==> src/hw/rtl/fat_block_allocator_assert.svh <==
// assertion macros for the fat block allocator
// expects clk_i and rst_ni in the scope of each use
`ifndef FAT_BLOCK_ALLOCATOR_ASSERT_SVH
`define FAT_BLOCK_ALLOCATOR_ASSERT_SVH

// same-cycle implication, disabled during reset
`define FBA_ASSERT_NOW(lbl, ante, cons) \
  lbl: assert property (@(posedge clk_i) disable iff (!rst_ni) (ante) |-> (cons)) \
    else $error("fat block allocator assertion failed");

// next-cycle implication, disabled during reset
`define FBA_ASSERT_NEXT(lbl, ante, cons) \
  lbl: assert property (@(posedge clk_i) disable iff (!rst_ni) (ante) |=> (cons)) \
    else $error("fat block allocator assertion failed");

`endif

==> src/hw/rtl/fba_pkg.sv <==
// shared constants, codes and controller/datapath structs
// no dependencies
package fba_pkg;

  localparam int FAT_BLOCKS_DEF  = 4096;
  localparam int BLOCK_BYTES_DEF = 512;
  localparam int DIR_ENTRIES_DEF = 16;

  localparam int OP_W    = 3;
  localparam int KEY_W   = 32;
  localparam int BYTES_W = 22;
  localparam int ST_W    = 3;
  localparam int BLK_W   = 12;
  localparam int CNT_W   = 13;
  localparam int SLOT_W  = 4;
  localparam int IN_W    = 96;
  localparam int OUT_W   = 32;

  localparam logic [BLK_W-1:0] END_MARK = 12'hFFF;

  localparam logic [OP_W-1:0] OP_NEW    = 3'd0;
  localparam logic [OP_W-1:0] OP_DELETE = 3'd1;
  localparam logic [OP_W-1:0] OP_COPY   = 3'd2;
  localparam logic [OP_W-1:0] OP_RENAME = 3'd3;
  localparam logic [OP_W-1:0] OP_MODIFY = 3'd4;

  localparam logic [ST_W-1:0] ST_OK       = 3'd0;
  localparam logic [ST_W-1:0] ST_EXISTS   = 3'd1;
  localparam logic [ST_W-1:0] ST_NOTFOUND = 3'd2;
  localparam logic [ST_W-1:0] ST_NOSPACE  = 3'd3;
  localparam logic [ST_W-1:0] ST_DIRFULL  = 3'd4;

  typedef struct packed {
    logic            start;
    logic            scan_step;
    logic            free_init;
    logic            free_rd;
    logic            free_wr;
    logic            take_init;
    logic            take_rd;
    logic            take_chk;
    logic            take_end;
    logic            commit;
    logic            set_err;
    logic [ST_W-1:0] err_code;
    logic            clear_step;
    logic            out_load;
  } fba_cmd_t;

  typedef struct packed {
    logic [OP_W-1:0]  op;
    logic             scan_last;
    logic             div_done;
    logic             s_found;
    logic             o_found;
    logic             f_found;
    logic             space_ok;
    logic             free_done;
    logic             take_done;
    logic             clear_last;
    logic             out_free;
    logic [CNT_W-1:0] free_cnt;
  } fba_stat_t;

endpackage

==> src/hw/rtl/fba_ctrl.sv <==
// command sequencer of the fat block allocator
// depends on fba_pkg
module fba_ctrl import fba_pkg::*; (
  input  logic      clk_i,
  input  logic      rst_ni,
  input  logic      in_valid_i,
  output logic      in_ready_o,
  input  fba_stat_t stat_i,
  output fba_cmd_t  cmd_o
);

  localparam logic [3:0] S_CLEAR    = 4'd0;
  localparam logic [3:0] S_IDLE     = 4'd1;
  localparam logic [3:0] S_SCAN     = 4'd2;
  localparam logic [3:0] S_DIV      = 4'd3;
  localparam logic [3:0] S_CHECK    = 4'd4;
  localparam logic [3:0] S_FREE_RD  = 4'd5;
  localparam logic [3:0] S_FREE_WR  = 4'd6;
  localparam logic [3:0] S_TAKE_RD  = 4'd7;
  localparam logic [3:0] S_TAKE_CHK = 4'd8;
  localparam logic [3:0] S_TAKE_END = 4'd9;
  localparam logic [3:0] S_COMMIT   = 4'd10;
  localparam logic [3:0] S_RESULT   = 4'd11;

  logic [3:0] state_q, state_d;

  assign in_ready_o = (state_q == S_IDLE);

  always_comb begin
    state_d = state_q;
    cmd_o   = '0;
    case (state_q)
      S_CLEAR: begin
        cmd_o.clear_step = 1'b1;
        if (stat_i.clear_last) state_d = S_IDLE;
      end
      S_IDLE: begin
        if (in_valid_i) begin
          cmd_o.start = 1'b1;
          state_d     = S_SCAN;
        end
      end
      S_SCAN: begin
        cmd_o.scan_step = 1'b1;
        if (stat_i.scan_last) state_d = S_DIV;
      end
      S_DIV: begin
        if (stat_i.div_done) state_d = S_CHECK;
      end
      S_CHECK: begin
        state_d = S_RESULT;
        case (stat_i.op)
          OP_NEW: begin
            if (stat_i.s_found) begin
              cmd_o.set_err = 1'b1; cmd_o.err_code = ST_EXISTS;
            end else if (!stat_i.f_found) begin
              cmd_o.set_err = 1'b1; cmd_o.err_code = ST_DIRFULL;
            end else if (!stat_i.space_ok) begin
              cmd_o.set_err = 1'b1; cmd_o.err_code = ST_NOSPACE;
            end else begin
              cmd_o.take_init = 1'b1; state_d = S_TAKE_RD;
            end
          end
          OP_COPY: begin
            if (!stat_i.s_found) begin
              cmd_o.set_err = 1'b1; cmd_o.err_code = ST_NOTFOUND;
            end else if (stat_i.o_found) begin
              cmd_o.set_err = 1'b1; cmd_o.err_code = ST_EXISTS;
            end else if (!stat_i.f_found) begin
              cmd_o.set_err = 1'b1; cmd_o.err_code = ST_DIRFULL;
            end else if (!stat_i.space_ok) begin
              cmd_o.set_err = 1'b1; cmd_o.err_code = ST_NOSPACE;
            end else begin
              cmd_o.take_init = 1'b1; state_d = S_TAKE_RD;
            end
          end
          OP_DELETE: begin
            if (!stat_i.s_found) begin
              cmd_o.set_err = 1'b1; cmd_o.err_code = ST_NOTFOUND;
            end else begin
              cmd_o.free_init = 1'b1; state_d = S_FREE_RD;
            end
          end
          OP_RENAME: begin
            if (!stat_i.s_found) begin
              cmd_o.set_err = 1'b1; cmd_o.err_code = ST_NOTFOUND;
            end else if (stat_i.o_found) begin
              cmd_o.set_err = 1'b1; cmd_o.err_code = ST_EXISTS;
            end else begin
              state_d = S_COMMIT;
            end
          end
          OP_MODIFY: begin
            if (!stat_i.s_found) begin
              cmd_o.set_err = 1'b1; cmd_o.err_code = ST_NOTFOUND;
            end else if (!stat_i.space_ok) begin
              cmd_o.set_err = 1'b1; cmd_o.err_code = ST_NOSPACE;
            end else begin
              cmd_o.free_init = 1'b1; state_d = S_FREE_RD;
            end
          end
          default: state_d = S_COMMIT;
        endcase
      end
      S_FREE_RD: begin
        cmd_o.free_rd = 1'b1;
        if (!stat_i.free_done) begin
          state_d = S_FREE_WR;
        end else if (stat_i.op == OP_MODIFY) begin
          cmd_o.take_init = 1'b1;
          state_d         = S_TAKE_RD;
        end else begin
          state_d = S_COMMIT;
        end
      end
      S_FREE_WR: begin
        cmd_o.free_wr = 1'b1;
        state_d       = S_FREE_RD;
      end
      S_TAKE_RD: begin
        cmd_o.take_rd = 1'b1;
        state_d       = stat_i.take_done ? S_TAKE_END : S_TAKE_CHK;
      end
      S_TAKE_CHK: begin
        cmd_o.take_chk = 1'b1;
        state_d        = S_TAKE_RD;
      end
      S_TAKE_END: begin
        cmd_o.take_end = 1'b1;
        state_d        = S_COMMIT;
      end
      S_COMMIT: begin
        cmd_o.commit = 1'b1;
        state_d      = S_RESULT;
      end
      S_RESULT: begin
        if (stat_i.out_free) begin
          cmd_o.out_load = 1'b1;
          state_d        = S_IDLE;
        end
      end
      default: state_d = S_IDLE;
    endcase
  end

  always_ff @(posedge clk_i or negedge rst_ni) begin
    if (!rst_ni) begin
      state_q <= S_CLEAR;
    end else begin
      state_q <= state_d;
    end
  end

endmodule

==> config.mk <==
export PLATFORM = sky130hd
export DESIGN_NAME = fba_ctrl
export DESIGN_NICKNAME = d
export VERILOG_FILES = /design/src/hw/rtl/fat_block_allocator_assert.svh /design/src/hw/rtl/fba_pkg.sv /design/src/hw/rtl/fba_ctrl.sv
export SDC_FILE = /design/constraint.sdc
export NUM_CORES = 1
export LEC_CHECK = 0
export ABC_CLOCK_PERIOD_IN_PS = 1700
export BUFFER_PORTS_ARGS = -buffer_cell sky130_fd_sc_hd__buf_2
export CAP_MARGIN = 15
export CORE_UTILIZATION = 25
export DETAILED_ROUTE_END_ITERATION = 8
export MAX_ROUTING_LAYER = met4
export PLACE_DENSITY = 0.58
export SLEW_MARGIN = 20
export SYNTH_ARGS = -nofsm -noshare
export SYNTH_HDL_FRONTEND = slang
export SYNTH_SLANG_ARGS = --single-unit
==> constraint.sdc <==
create_clock -name clk_i -period 1.7 [get_ports clk_i]
set_input_delay 0.255 -clock clk_i [delete_from_list [all_inputs] [get_ports clk_i]]
set_output_delay 0.255 -clock clk_i [all_outputs]
set_load 0.005 [all_outputs]
==> out/qor.json, run 1 <==
{
  "global_route": {
    "number_of_global_route_vias_before_repair": 893,
    "grt_total_ovfl": 0,
    "grt_pass1_wl_um": 3770,
    "grt_use_total": 0.148,
    "grt_antenna_before_repair": 0,
    "grt_max_degree": 17
  },
  "critical_path": {
    "setup_slack_on_the_worst_flop_to_flop_path_ns": 0.11,
    "crit_path_cell_trace": "or4b_4 -> nor2_4 -> nand3_2 -> o21ai_1 -> buf_2",
    "cp_startpoint_kind": "flip-flop",
    "cpPeakStageDelay_ns": 0.59,
    "critical_path.n_buffers_inverters": 1,
    "critical_path_required_ns": 1.44,
    "critical-path-slowest-cell": "or4b_4",
    "crit_type": "flip-flop to primary output",
    "critPathArrivalTime_ns": 1.63,
    "critical_path_capture_point_type": "primary output",
    "critPathTopFamily": "simple AND/OR/NAND/NOR gates",
    "worst-path-max-fanout": 3
  },
  "synth": {
    "synth_seq_cells": 4,
    "yosys-top-cells-count": "nor2_1 (15), a21oi_1 (9), nand2b_1 (8)",
    "synth_ff_type": "dfrtp_1",
    "yosys.area.top_type": "dfrtp_1",
    "syn-num-nets": 141,
    "yosysWarningCount": 0,
    "syn_area_um2": 746,
    "synth.most_common_cell": "nor2_1",
    "yosysTopAreaCellShare": 0.134,
    "yosysUniqueCellTypes": 43,
    "synthArstFlopShare": 1.00,
    "syn_avg_cell_area_um2": 6.66,
    "synthTopCellsByArea": "dfrtp_1 (13%), nor2_1 (7.6%), nand2b_1 (6.7%), a21oi_1 (6.0%), o21ai_0 (4.7%)",
    "netlist_instances": 112,
    "post_synth_edffs": 0,
    "synth-seq-area-share": 0.134
  },
  "power": {
    "cellInternalPower_w": 0.000659,
    "share_clk_of_total_power": 0.090,
    "pwr_density_cell_nw_per_um2": 1120,
    "net-switching-power_w": 0.000574,
    "power.static_leakage_nw": 0.496,
    "sequentialPowerShare": 0.137,
    "power.share.switching": 0.465,
    "vdd_drop_max_mv": 0.758,
    "combPwrFrac": 0.773
  },
  "clocking": {
    "max-clock-path-buffers": 2,
    "cts_root_buf": "clkbuf_4",
    "clkLatencyLatePin_ns": 0.23,
    "cts_made_buffers": 3,
    "clock_sink_count": 4,
    "cts_max_level": 1,
    "cts.clk_slew.worst_paths_ns": 0.04,
    "cts_tree": "done"
  },
  "floorplanning": {
    "pin_count": 46,
    "fp.coreArea_um2": 2780,
    "chipHeight_um": 56.6,
    "fp.dieArea_um2": 3210,
    "rows": 19,
    "die_width_um": 56.6,
    "effective_utilization_at_floorplan": 0.268
  },
  "placement": {
    "postPlaceCellArea_um2": 998,
    "gp_routability_congestion": 0.919,
    "numPortBuffers": 32,
    "post-dp-hpwl_um": 1750,
    "placedCellCount": 178
  },
  "route": {
    "avgRoutedWirePerCell_um": 12.9,
    "drc_violations": 0,
    "route.detailed.vias_per_inst": 5.42,
    "dr_total_vias": 997,
    "drt_pre_antenna_iters": 4,
    "final_antenna_net_count": 0,
    "initialDrtViolationCount": 42,
    "detail_route.wirelength_um": 2380
  },
  "final_layout": {
    "antenna-diode-count": 0,
    "drive_above_1_share": 0.431,
    "finalInstanceArea_um2": 1100,
    "num-fill-cells": 312,
    "multi_input_area_um2": 639,
    "fin_util": 0.395,
    "regMostFlops": "state_q",
    "area_delta_synth_final_pct": 47.5,
    "fin_cells": 184,
    "biggestRegsByFlops": "state_q: 4 flops",
    "fin_nets": 184,
    "regArea_um2": 100,
    "largest_reg_flops": 4
  },
  "sta": {
    "skew_ns": 0.00211,
    "final_min_period_over_clock_period": 1.11,
    "fin_ws_ns": -0.182,
    "finalSetupViolCount": 6,
    "worst-slew-pin-transition_ns": 0.335,
    "slew_viol_final": 0,
    "max-slew-margin-rel": 0.776,
    "rsz0062_at_grt": "yes",
    "final_worst_hold_slack_ns": 0.356,
    "highest_clock_frequency_the_design_can_meet_mhz": 531,
    "report.final.hold_viol_count": 0,
    "post-route-min-period_ns": 1.88
  },
  "min_path": {
    "hold_path_class": "input pin to async pin"
  },
  "flow_run": {
    "cap_viol_max_count": 0
  },
  "run_status": {
    "violated_checks": "setup timing",
    "run_status": "complete, but fails checks"
  }
}
[metal layers]
metal / up-vias / wire [um] / GRT usage
met5: - / 0 / -
met1: 457 / 1050 / 0.192
met2: 43 / 1160 / 0.235
li1: 493 / - / -
met4: 0 / 39 / 0.0557
met3: 4 / 120 / 0.0161
[cells by family (layout without fill, tap and decap cells)]
kind of cell,after synthesis,after routing,synth area share
AOI/OAI and AO/OA,35,35,0.319
buffers and inverters,12,53,0.0755
DFF,4,4,0.134
muxes,1,1,0.0134
and+or+nand+nor,60,60,0.458
[power groups by stage]
stage / clock, W / combinational [W] / sequential, W
global route: 0.000128 / 0.00104 / 0.000172
detailed placement: 0 / 0.000874 / 0.000169
CTS: 0.000117 / 0.000881 / 0.000168
global placement: 0 / 0.000862 / 0.000168
floorplan: 0 / 0.000555 / 0.000197
finish: 0.000111 / 0.000953 / 0.000169
[through the flow]
step / setup WS (ns) / setup TNS [ns] / total power, W
after floorplan: 0.116 / 0 / 0.000752
after global placement: -0.00511 / -0.00511 / 0.00103
after detailed placement: 0.00129 / 0 / 0.00104
after CTS: -0.206 / -1.01 / 0.00117
after global routing: -0.247 / -1.32 / 0.00134
final: -0.182 / -0.895 / 0.00123
[worst paths after layout]
check / startpoint / endpoint / depth (start not counted)
min reg2reg: state_q[2] / state_q[2] / 3
max in group asynchronous: rst_ni / state_q[2] / 2
max: state_q[0] / cmd_o[10] / 5
min in group clk_i: stat_i[14] / state_q[0] / 3
max reg2reg: state_q[0] / state_q[1] / 6
min: rst_ni / state_q[1] / 2
[what timing repair did]
action,4_1_cts,5_1_grt
pin swaps,5,3
setup endpoints to repair,6,9
buffers inserted,0,2
endpoints found under the hold margin,4,0
resized for setup,3,12
hold buffers,1,0
[cells in the final DEF, fill, tap and decap left out, types with 4 or more instances in the layout]
| cell type | n |
|---|---|
| buf_2 | 32 |
| nor2_1 | 12 |
| buf_4 | 11 |
| a21oi_1 | 8 |
| nand2b_1 | 7 |
| o21ai_0 | 7 |
| nand2_1 | 6 |
| inv_1 | 4 |
| dfrtp_1 | 4 |
[area by class of cell]
type / instances / share of cell area
multi-input cells: 96 / 0.581
well taps: 31 / 0.0353
inverters: 4 / 0.0137
clock buffers: 3 / 0.0205
flip-flops and latches: 4 / 0.0910
repair buffers: 46 / 0.258
Note: power is estimated with default switching activity, not from simulation.
==> inputs of run 2 (changes only) <==
--- a/config.mk
+++ b/config.mk
@@ -8,10 +8,10 @@
 export ABC_CLOCK_PERIOD_IN_PS = 1700
 export BUFFER_PORTS_ARGS = -buffer_cell sky130_fd_sc_hd__buf_2
 export CAP_MARGIN = 15
-export CORE_UTILIZATION = 25
+export CORE_UTILIZATION = 42
 export DETAILED_ROUTE_END_ITERATION = 8
 export MAX_ROUTING_LAYER = met4
-export PLACE_DENSITY = 0.58
+export PLACE_DENSITY = 0.86
 export SLEW_MARGIN = 20
 export SYNTH_ARGS = -nofsm -noshare
 export SYNTH_HDL_FRONTEND = slang
==> out/qor.json, run 2 (synthesis results as in run 1) <==
{
  "run_status": {
    "run_status": {"value": "complete, but fails checks", "change": "unchanged"},
    "violated_checks": {"value": "DRC, setup timing", "change": "was setup timing"}
  },
  "final_layout": {
    "finalInstanceArea": {"value": 1060, "unit": "um2", "change": "was 1100 um2"},
    "biggestRegsByFlops": {"value": "state_q: 4 flops", "change": "unchanged"},
    "antenna-diode-count": {"value": 0, "change": "unchanged"},
    "layout.cells.most_common_list": {"value": "buf_2 (32), nor2_1 (13), buf_4 (12)", "change": "was buf_2 (32), nor2_1 (12), buf_4 (11)"},
    "drive_above_1_share": {"value": 0.412, "change": "was 0.431"},
    "fin_util": {"value": 0.675, "change": "was 0.395"},
    "area_delta_synth_final": {"value": 42.6, "unit": "%", "change": "was 47.5%"},
    "regMostFlops": {"value": "state_q", "change": "unchanged"},
    "num-fill-cells": {"value": 141, "change": "was 312"},
    "fin_nets": {"value": 184, "change": "unchanged"},
    "regArea": {"value": 100, "unit": "um2", "change": "unchanged"},
    "largest_reg_flops": {"value": 4, "change": "unchanged"},
    "multi_input_area": {"value": 634, "unit": "um2", "change": "was 639 um2"},
    "mostFrequentLayoutCell": {"value": "buf_2", "change": "unchanged"}
  },
  "floorplanning": {
    "rows": {"value": 14, "change": "was 19"},
    "die_width": {"value": 44.1, "unit": "um", "change": "was 56.6 um"},
    "fp.dieArea": {"value": 1950, "unit": "um2", "change": "was 3210 um2"},
    "chipHeight": {"value": 44.1, "unit": "um", "change": "was 56.6 um"},
    "effective_utilization_at_floorplan": {"value": 0.473, "change": "was 0.268"},
    "pin_count": {"value": 46, "change": "unchanged"},
    "fp.coreArea": {"value": 1580, "unit": "um2", "change": "was 2780 um2"}
  },
  "global_route": {
    "grt_use_total": {"value": 0.259, "change": "was 0.148"},
    "grt_antenna_before_repair": {"value": 0, "change": "unchanged"},
    "grt_pass1_wl": {"value": 3720, "unit": "um", "change": "was 3770 um"},
    "number_of_global_route_vias_before_repair": {"value": 884, "change": "was 893"},
    "grt_total_ovfl": {"value": 0, "change": "unchanged"},
    "grt_max_degree": {"value": 17, "change": "unchanged"}
  },
  "sta": {
    "skew": {"value": 0.00348, "unit": "ns", "change": "was 0.00211 ns"},
    "finalSetupViolCount": {"value": 6, "change": "unchanged"},
    "highest_clock_frequency_the_design_can_meet": {"value": 526, "unit": "MHz", "change": "was 531 MHz"},
    "final_min_period_over_clock_period": {"value": 1.12, "change": "was 1.11"},
    "slew_viol_final": {"value": 0, "change": "unchanged"},
    "post-route-min-period": {"value": 1.90, "unit": "ns", "change": "was 1.88 ns"},
    "worst-slew-pin-transition": {"value": 0.375, "unit": "ns", "change": "was 0.335 ns"},
    "rsz0062_at_grt": {"value": "yes", "change": "unchanged"},
    "max-slew-margin-rel": {"value": 0.750, "change": "was 0.776"},
    "fin_ws": {"value": -0.200, "unit": "ns", "change": "was -0.182 ns"},
    "report.final.hold_viol_count": {"value": 0, "change": "unchanged"},
    "final_worst_hold_slack": {"value": 0.362, "unit": "ns", "change": "was 0.356 ns"}
  },
  "route": {
    "routed.top_layer": {"value": "met4", "change": "unchanged"},
    "detail_route.wirelength": {"value": 2410, "unit": "um", "change": "was 2380 um"},
    "initialDrtViolationCount": {"value": 43, "change": "was 42"},
    "wl_met2": {"value": 1240, "unit": "um", "change": "was 1160 um"},
    "final_antenna_net_count": {"value": 0, "change": "unchanged"},
    "drt_pre_antenna_iters": {"value": 9, "change": "was 4"},
    "met3_wirelength_from_detailed_routing": {"value": 145, "unit": "um", "change": "was 120 um"},
    "route.detailed.vias_per_inst": {"value": 6.11, "change": "was 5.42"},
    "m1WireLength": {"value": 984, "unit": "um", "change": "was 1050 um"},
    "avgRoutedWirePerCell": {"value": 14.2, "unit": "um", "change": "was 12.9 um"},
    "drc_violations": {"value": 1, "change": "was 0"},
    "dr_total_vias": {"value": 1033, "change": "was 997"}
  },
  "power": {
    "power.static_leakage": {"value": 0.501, "unit": "nW", "change": "was 0.496 nW"},
    "total_power": {"value": 0.00130, "unit": "W", "change": "was 0.00123 W"},
    "pwr_density_cell": {"value": 1220, "unit": "nW/um2", "change": "was 1120 nW/um2"},
    "vdd_drop_max": {"value": 0.479, "unit": "mV", "change": "was 0.758 mV"}
  },
  "critical_path": {
    "cp_startpoint_kind": {"value": "flip-flop", "change": "unchanged"},
    "critical_path.n_buffers_inverters": {"value": 1, "change": "unchanged"},
    "crit_path_cell_trace": {"value": "or4b_4 -> nor2_2 -> a21boi_1 -> buf_2", "change": "was or4b_4 -> nor2_4 -> nand3_2 -> o21ai_1 -> buf_2"},
    "critical-path-slowest-cell": {"value": "or4b_4", "change": "unchanged"},
    "critical_path_capture_point_type": {"value": "primary output", "change": "unchanged"},
    "critPathArrivalTime": {"value": 1.64, "unit": "ns", "change": "was 1.63 ns"},
    "cpPeakStageDelay": {"value": 0.57, "unit": "ns", "change": "was 0.59 ns"},
    "crit_type": {"value": "flip-flop to primary output", "change": "unchanged"},
    "critPathTopFamily": {"value": "simple AND/OR/NAND/NOR gates", "change": "unchanged"},
    "critical_path_required": {"value": 1.44, "unit": "ns", "change": "about the same"},
    "worst-path-max-fanout": {"value": 3, "change": "unchanged"}
  },
  "placement": {
    "numPortBuffers": {"value": 32, "change": "unchanged"},
    "postPlaceCellArea": {"value": 967, "unit": "um2", "change": "was 998 um2"},
    "gp_routability_congestion": {"value": 0.862, "change": "was 0.919"},
    "dpl_worst_slack": {"value": 0.00797, "unit": "ns", "change": "was 0.00129 ns"},
    "post-dp-hpwl": {"value": 1780, "unit": "um", "change": "was 1750 um"}
  },
  "flow_run": {
    "cap_viol_max_count": {"value": 0, "change": "unchanged"}
  },
  "clocking": {
    "max-clock-path-buffers": {"value": 2, "change": "unchanged"},
    "cts_root_buf": {"value": "clkbuf_4", "change": "unchanged"},
    "clkLatencyLatePin": {"value": 0.23, "unit": "ns", "change": "about the same"},
    "cts_max_level": {"value": 1, "change": "unchanged"},
    "clock_sink_count": {"value": 4, "change": "unchanged"},
    "cts_made_buffers": {"value": 3, "change": "unchanged"},
    "cts.clk_slew.worst_paths": {"value": 0.04, "unit": "ns", "change": "about the same"},
    "cts_tree": {"value": "done", "change": "unchanged"}
  },
  "min_path": {
    "hold_path_class": {"value": "input pin to async pin", "change": "unchanged"}
  }
}
-- run 2: what timing repair did --
action	in CTS	in global routing
hold buffers	1	0
endpoints found under the hold margin	4	0
setup buffers	0	2
gates resized for setup	5	7
endpoints found under the setup margin	8	10
pin swaps	4	0
-- run 2: worst register-to-register path, delay by kind of cell, from the launching register on --
family	cells	cell delay, ns
and+or+nand+nor	1	0.15
buffers and inverters	2	0.30
AOI/OAI and AO/OA	3	0.63
DFF	1	0.38
-- run 2: layer usage --
metal,track usage,vias up
met1,0.274,472
met2,0.465,54
li1,-,499
met5,-,-
met4,0.109,0
met3,0.0490,8
-- run 2: report_power, final --
| part | total [W] | internal, W | switching (W) |
|---|---|---|---|
| sequential | 0.000168 | 0.000143 | 0.0000247 |
| combinational | 0.00102 | 0.000464 | 0.000557 |
| clock | 0.000115 | 0.0000787 | 0.0000358 |
| total | 0.00130 | 0.000685 | 0.000617 |
-- run 2: worst paths after layout --
check | startpoint | endpoint | slack (ns) | depth (start not counted)
min in group clk_i | stat_i[16] | state_q[0] | 0.38 | 3
worst max register to register | state_q[3] | state_q[1] | 0.11 | 6
worst min-delay path | rst_ni | state_q[2] | 0.36 | 2
worst min register to register | state_q[2] | state_q[2] | 0.72 | 3
worst max-delay path | state_q[1] | cmd_o[3] | -0.20 | 4
max in group asynchronous | rst_ni | state_q[3] | 1.22 | 2
-- run 2: stage by stage --
stage                     std cells  setup TNS (ns)
after global routing            169           -1.31
final                           169          -0.858
after floorplan                 112               0
after detailed placement        163               0
after CTS                       167          -0.838
after global placement          163               0
-- run 2: area by class of cell --
class,count,share of cell area
sequential,4,0.0941
multi-input combinational,96,0.596
tap,16,0.0188
clock buffer,3,0.0212
inverter,4,0.0141
timing repair buffer,46,0.255
==> inputs of run 3 (changes only) <==
--- a/config.mk
+++ b/config.mk
@@ -10,8 +10,10 @@
 export CAP_MARGIN = 15
 export CORE_UTILIZATION = 42
 export DETAILED_ROUTE_END_ITERATION = 8
+export GPL_TIMING_DRIVEN = 0
 export MAX_ROUTING_LAYER = met4
 export PLACE_DENSITY = 0.86
+export REMOVE_ABC_BUFFERS = 1
 export SLEW_MARGIN = 20
 export SYNTH_ARGS = -nofsm -noshare
 export SYNTH_HDL_FRONTEND = slang
==> out/qor.json, run 3 (synthesis results as in run 1) <==
{
  "placement": {
    "placedCellCount": {"value": 152, "change": "was 163"},
    "post-dp-hpwl": {"value": 1480, "unit": "um", "change": "was 1780 um"},
    "gp_routability_congestion": {"value": 0.828, "change": "was 0.862"},
    "numPortBuffers": {"value": 32, "change": "unchanged"}
  },
  "clocking": {
    "cts.clk_slew.worst_paths": {"value": 0.04, "unit": "ns", "change": "about the same"},
    "max-clock-path-buffers": {"value": 2, "change": "unchanged"},
    "cts_made_buffers": {"value": 3, "change": "unchanged"},
    "cts_root_buf": {"value": "clkbuf_4", "change": "unchanged"},
    "cts_tree": {"value": "done", "change": "unchanged"},
    "cts_max_level": {"value": 1, "change": "unchanged"},
    "clkLatencyLatePin": {"value": 0.23, "unit": "ns", "change": "about the same"},
    "clock_sink_count": {"value": 4, "change": "unchanged"}
  },
  "critical_path": {
    "critical_path_required": {"value": 1.44, "unit": "ns", "change": "about the same"},
    "critPathArrivalTime": {"value": 1.67, "unit": "ns", "change": "was 1.64 ns"},
    "critical_path_capture_point_type": {"value": "primary output", "change": "unchanged"},
    "setup_slack_on_the_worst_flop_to_flop_path": {"value": 0.05, "unit": "ns", "change": "was 0.11 ns"},
    "cpPeakStageDelay": {"value": 0.59, "unit": "ns", "change": "was 0.57 ns"},
    "cp_startpoint_kind": {"value": "flip-flop", "change": "unchanged"},
    "worst-path-max-fanout": {"value": 5, "change": "was 3"},
    "worstRegToRegCells": {"value": 6, "change": "unchanged"},
    "crit_type": {"value": "flip-flop to primary output", "change": "unchanged"},
    "crit_path_cell_trace": {"value": "or4b_4 -> nor2_2 -> a21boi_1 -> buf_2", "change": "unchanged"},
    "critical-path-slowest-cell": {"value": "or4b_4", "change": "unchanged"}
  },
  "sta": {
    "rsz0062_at_grt": {"value": "yes", "change": "unchanged"},
    "finalSetupViolCount": {"value": 6, "change": "unchanged"},
    "post-route-min-period": {"value": 1.93, "unit": "ns", "change": "was 1.90 ns"},
    "fin_ws": {"value": -0.228, "unit": "ns", "change": "was -0.200 ns"},
    "skew": {"value": 0.00307, "unit": "ns", "change": "was 0.00348 ns"},
    "final_min_period_over_clock_period": {"value": 1.13, "change": "was 1.12"},
    "highest_clock_frequency_the_design_can_meet": {"value": 519, "unit": "MHz", "change": "was 526 MHz"},
    "report.final.hold_viol_count": {"value": 0, "change": "unchanged"},
    "final_worst_hold_slack": {"value": 0.344, "unit": "ns", "change": "was 0.362 ns"},
    "slew_viol_final": {"value": 0, "change": "unchanged"},
    "max-slew-margin-rel": {"value": 0.759, "change": "was 0.750"},
    "worst-slew-pin-transition": {"value": 0.361, "unit": "ns", "change": "was 0.375 ns"}
  },
  "final_layout": {
    "drive_above_1_share": {"value": 0.443, "change": "was 0.412"},
    "area_delta_synth_final": {"value": 40.9, "unit": "%", "change": "was 42.6%"},
    "biggestRegsByFlops": {"value": "state_q: 4 flops", "change": "unchanged"},
    "regMostFlops": {"value": "state_q", "change": "unchanged"},
    "num-fill-cells": {"value": 142, "change": "was 141"},
    "mostFrequentLayoutCell": {"value": "buf_2", "change": "unchanged"},
    "antenna-diode-count": {"value": 0, "change": "unchanged"},
    "layout.cells.most_common_list": {"value": "buf_2 (32), nor2_1 (13), buf_4 (8)", "change": "was buf_2 (32), nor2_1 (13), buf_4 (12)"},
    "fin_cells": {"value": 165, "change": "was 169"},
    "fin_nets": {"value": 180, "change": "was 184"},
    "largest_reg_flops": {"value": 4, "change": "unchanged"}
  },
  "global_route": {
    "grt_max_degree": {"value": 17, "change": "unchanged"},
    "grt_antenna_before_repair": {"value": 0, "change": "unchanged"},
    "grt_pass1_wl": {"value": 3530, "unit": "um", "change": "was 3720 um"},
    "number_of_global_route_vias_before_repair": {"value": 890, "change": "was 884"},
    "grt_use_total": {"value": 0.246, "change": "was 0.259"},
    "grt_total_ovfl": {"value": 0, "change": "unchanged"}
  },
  "floorplanning": {
    "chipHeight": {"value": 44.1, "unit": "um", "change": "unchanged"},
    "rows": {"value": 14, "change": "unchanged"},
    "pin_count": {"value": 46, "change": "unchanged"},
    "fp.dieArea": {"value": 1950, "unit": "um2", "change": "unchanged"},
    "effective_utilization_at_floorplan": {"value": 0.473, "change": "unchanged"},
    "die_width": {"value": 44.1, "unit": "um", "change": "unchanged"},
    "fp.coreArea": {"value": 1580, "unit": "um2", "change": "unchanged"}
  },
  "route": {
    "drc_violations": {"value": 0, "change": "was 1"},
    "avgRoutedWirePerCell": {"value": 13.6, "unit": "um", "change": "was 14.2 um"},
    "detail_route.wirelength": {"value": 2240, "unit": "um", "change": "was 2410 um"},
    "route.detailed.vias_per_inst": {"value": 5.95, "change": "was 6.11"},
    "dr_total_vias": {"value": 981, "change": "was 1033"},
    "final_antenna_net_count": {"value": 0, "change": "unchanged"},
    "initialDrtViolationCount": {"value": 24, "change": "was 43"},
    "drt_pre_antenna_iters": {"value": 6, "change": "was 9"}
  },
  "run_status": {
    "run_status": {"value": "complete, but fails checks", "change": "unchanged"},
    "violated_checks": {"value": "setup timing", "change": "was DRC, setup timing"}
  },
  "flow_run": {
    "cap_viol_max_count": {"value": 0, "change": "unchanged"}
  },
  "power": {
    "vdd_drop_max": {"value": 0.554, "unit": "mV", "change": "was 0.479 mV"},
    "power.static_leakage": {"value": 0.481, "unit": "nW", "change": "was 0.501 nW"},
    "pwr_density_cell": {"value": 1240, "unit": "nW/um2", "change": "was 1220 nW/um2"}
  },
  "min_path": {
    "worst_hold_path.num_cells": 3,
    "hold_path_class": {"value": "input pin to flip-flop", "change": "was input pin to async pin"}
  }
}
run 3: per-layer routing:
layer	vias up	track usage	wire length, um
li1	487	-	-
met1	455	0.269	984
met2	39	0.441	1160
met3	0	0.0612	99
met4	0	0.0606	0
met5	-	-	0
run 3: power by group:
| part | switching [W] | internal (W) | total (W) |
|---|---|---|---|
| logic | 0.000542 | 0.000463 | 0.00100 |
| clock network | 0.0000361 | 0.0000788 | 0.000115 |
| registers | 0.0000313 | 0.000151 | 0.000182 |
| total | 0.000609 | 0.000693 | 0.00130 |
run 3: worst paths after layout:
path	from	to
worst max-delay path	state_q[0]	cmd_o[3]
worst max register to register	state_q[0]	state_q[1]
max in group asynchronous	rst_ni	state_q[3]
worst min-delay path	stat_i[14]	state_q[0]
worst min register to register	state_q[3]	state_q[2]
min in group asynchronous	rst_ni	state_q[1]
run 3: final cells by class:
class                      instances  area (um2)  area share
tap                               16        20.0      0.0190
clock buffer                       3        22.5      0.0214
timing repair buffer              42         241       0.230
multi-input combinational         96         647       0.615
sequential                         4         105       0.100
inverter                           4        15.0      0.0143
run 3: critical path: cells and delay by family, from the launching register on:
kind	cells	cell delay, ns
simple gates	2	0.75
flops	1	0.40
compound gates	1	0.16
buf+inv	1	0.12
run 3: repair_timing:
item                                    CTS  global route
buffers inserted                          8             1
hold endpoints to repair                  4             0
cloned                                    0             0
endpoints found under the setup margin    9            10
pin swaps                                 4             3
gates resized for setup                   6            13
hold buffers                              1             0
run 3: stage by stage:
| stage | TNS (ns) | cell area (um2) | worst slack (ns) | util | total power (W) |
|---|---|---|---|---|---|
| global route | -1.33 | 1050 | -0.309 | 0.667 | 0.00141 |
| detailed placement | -0.611 | 885 | -0.218 | 0.561 | 0.000928 |
| floorplan | 0 | 704 | 0.0138 | - | 0.000711 |
| finish | -0.976 | 1050 | -0.228 | 0.667 | 0.00130 |
| global placement | -0.593 | 885 | -0.233 | 0.561 | 0.000902 |
| CTS | -0.921 | 988 | -0.229 | 0.627 | 0.00117 |
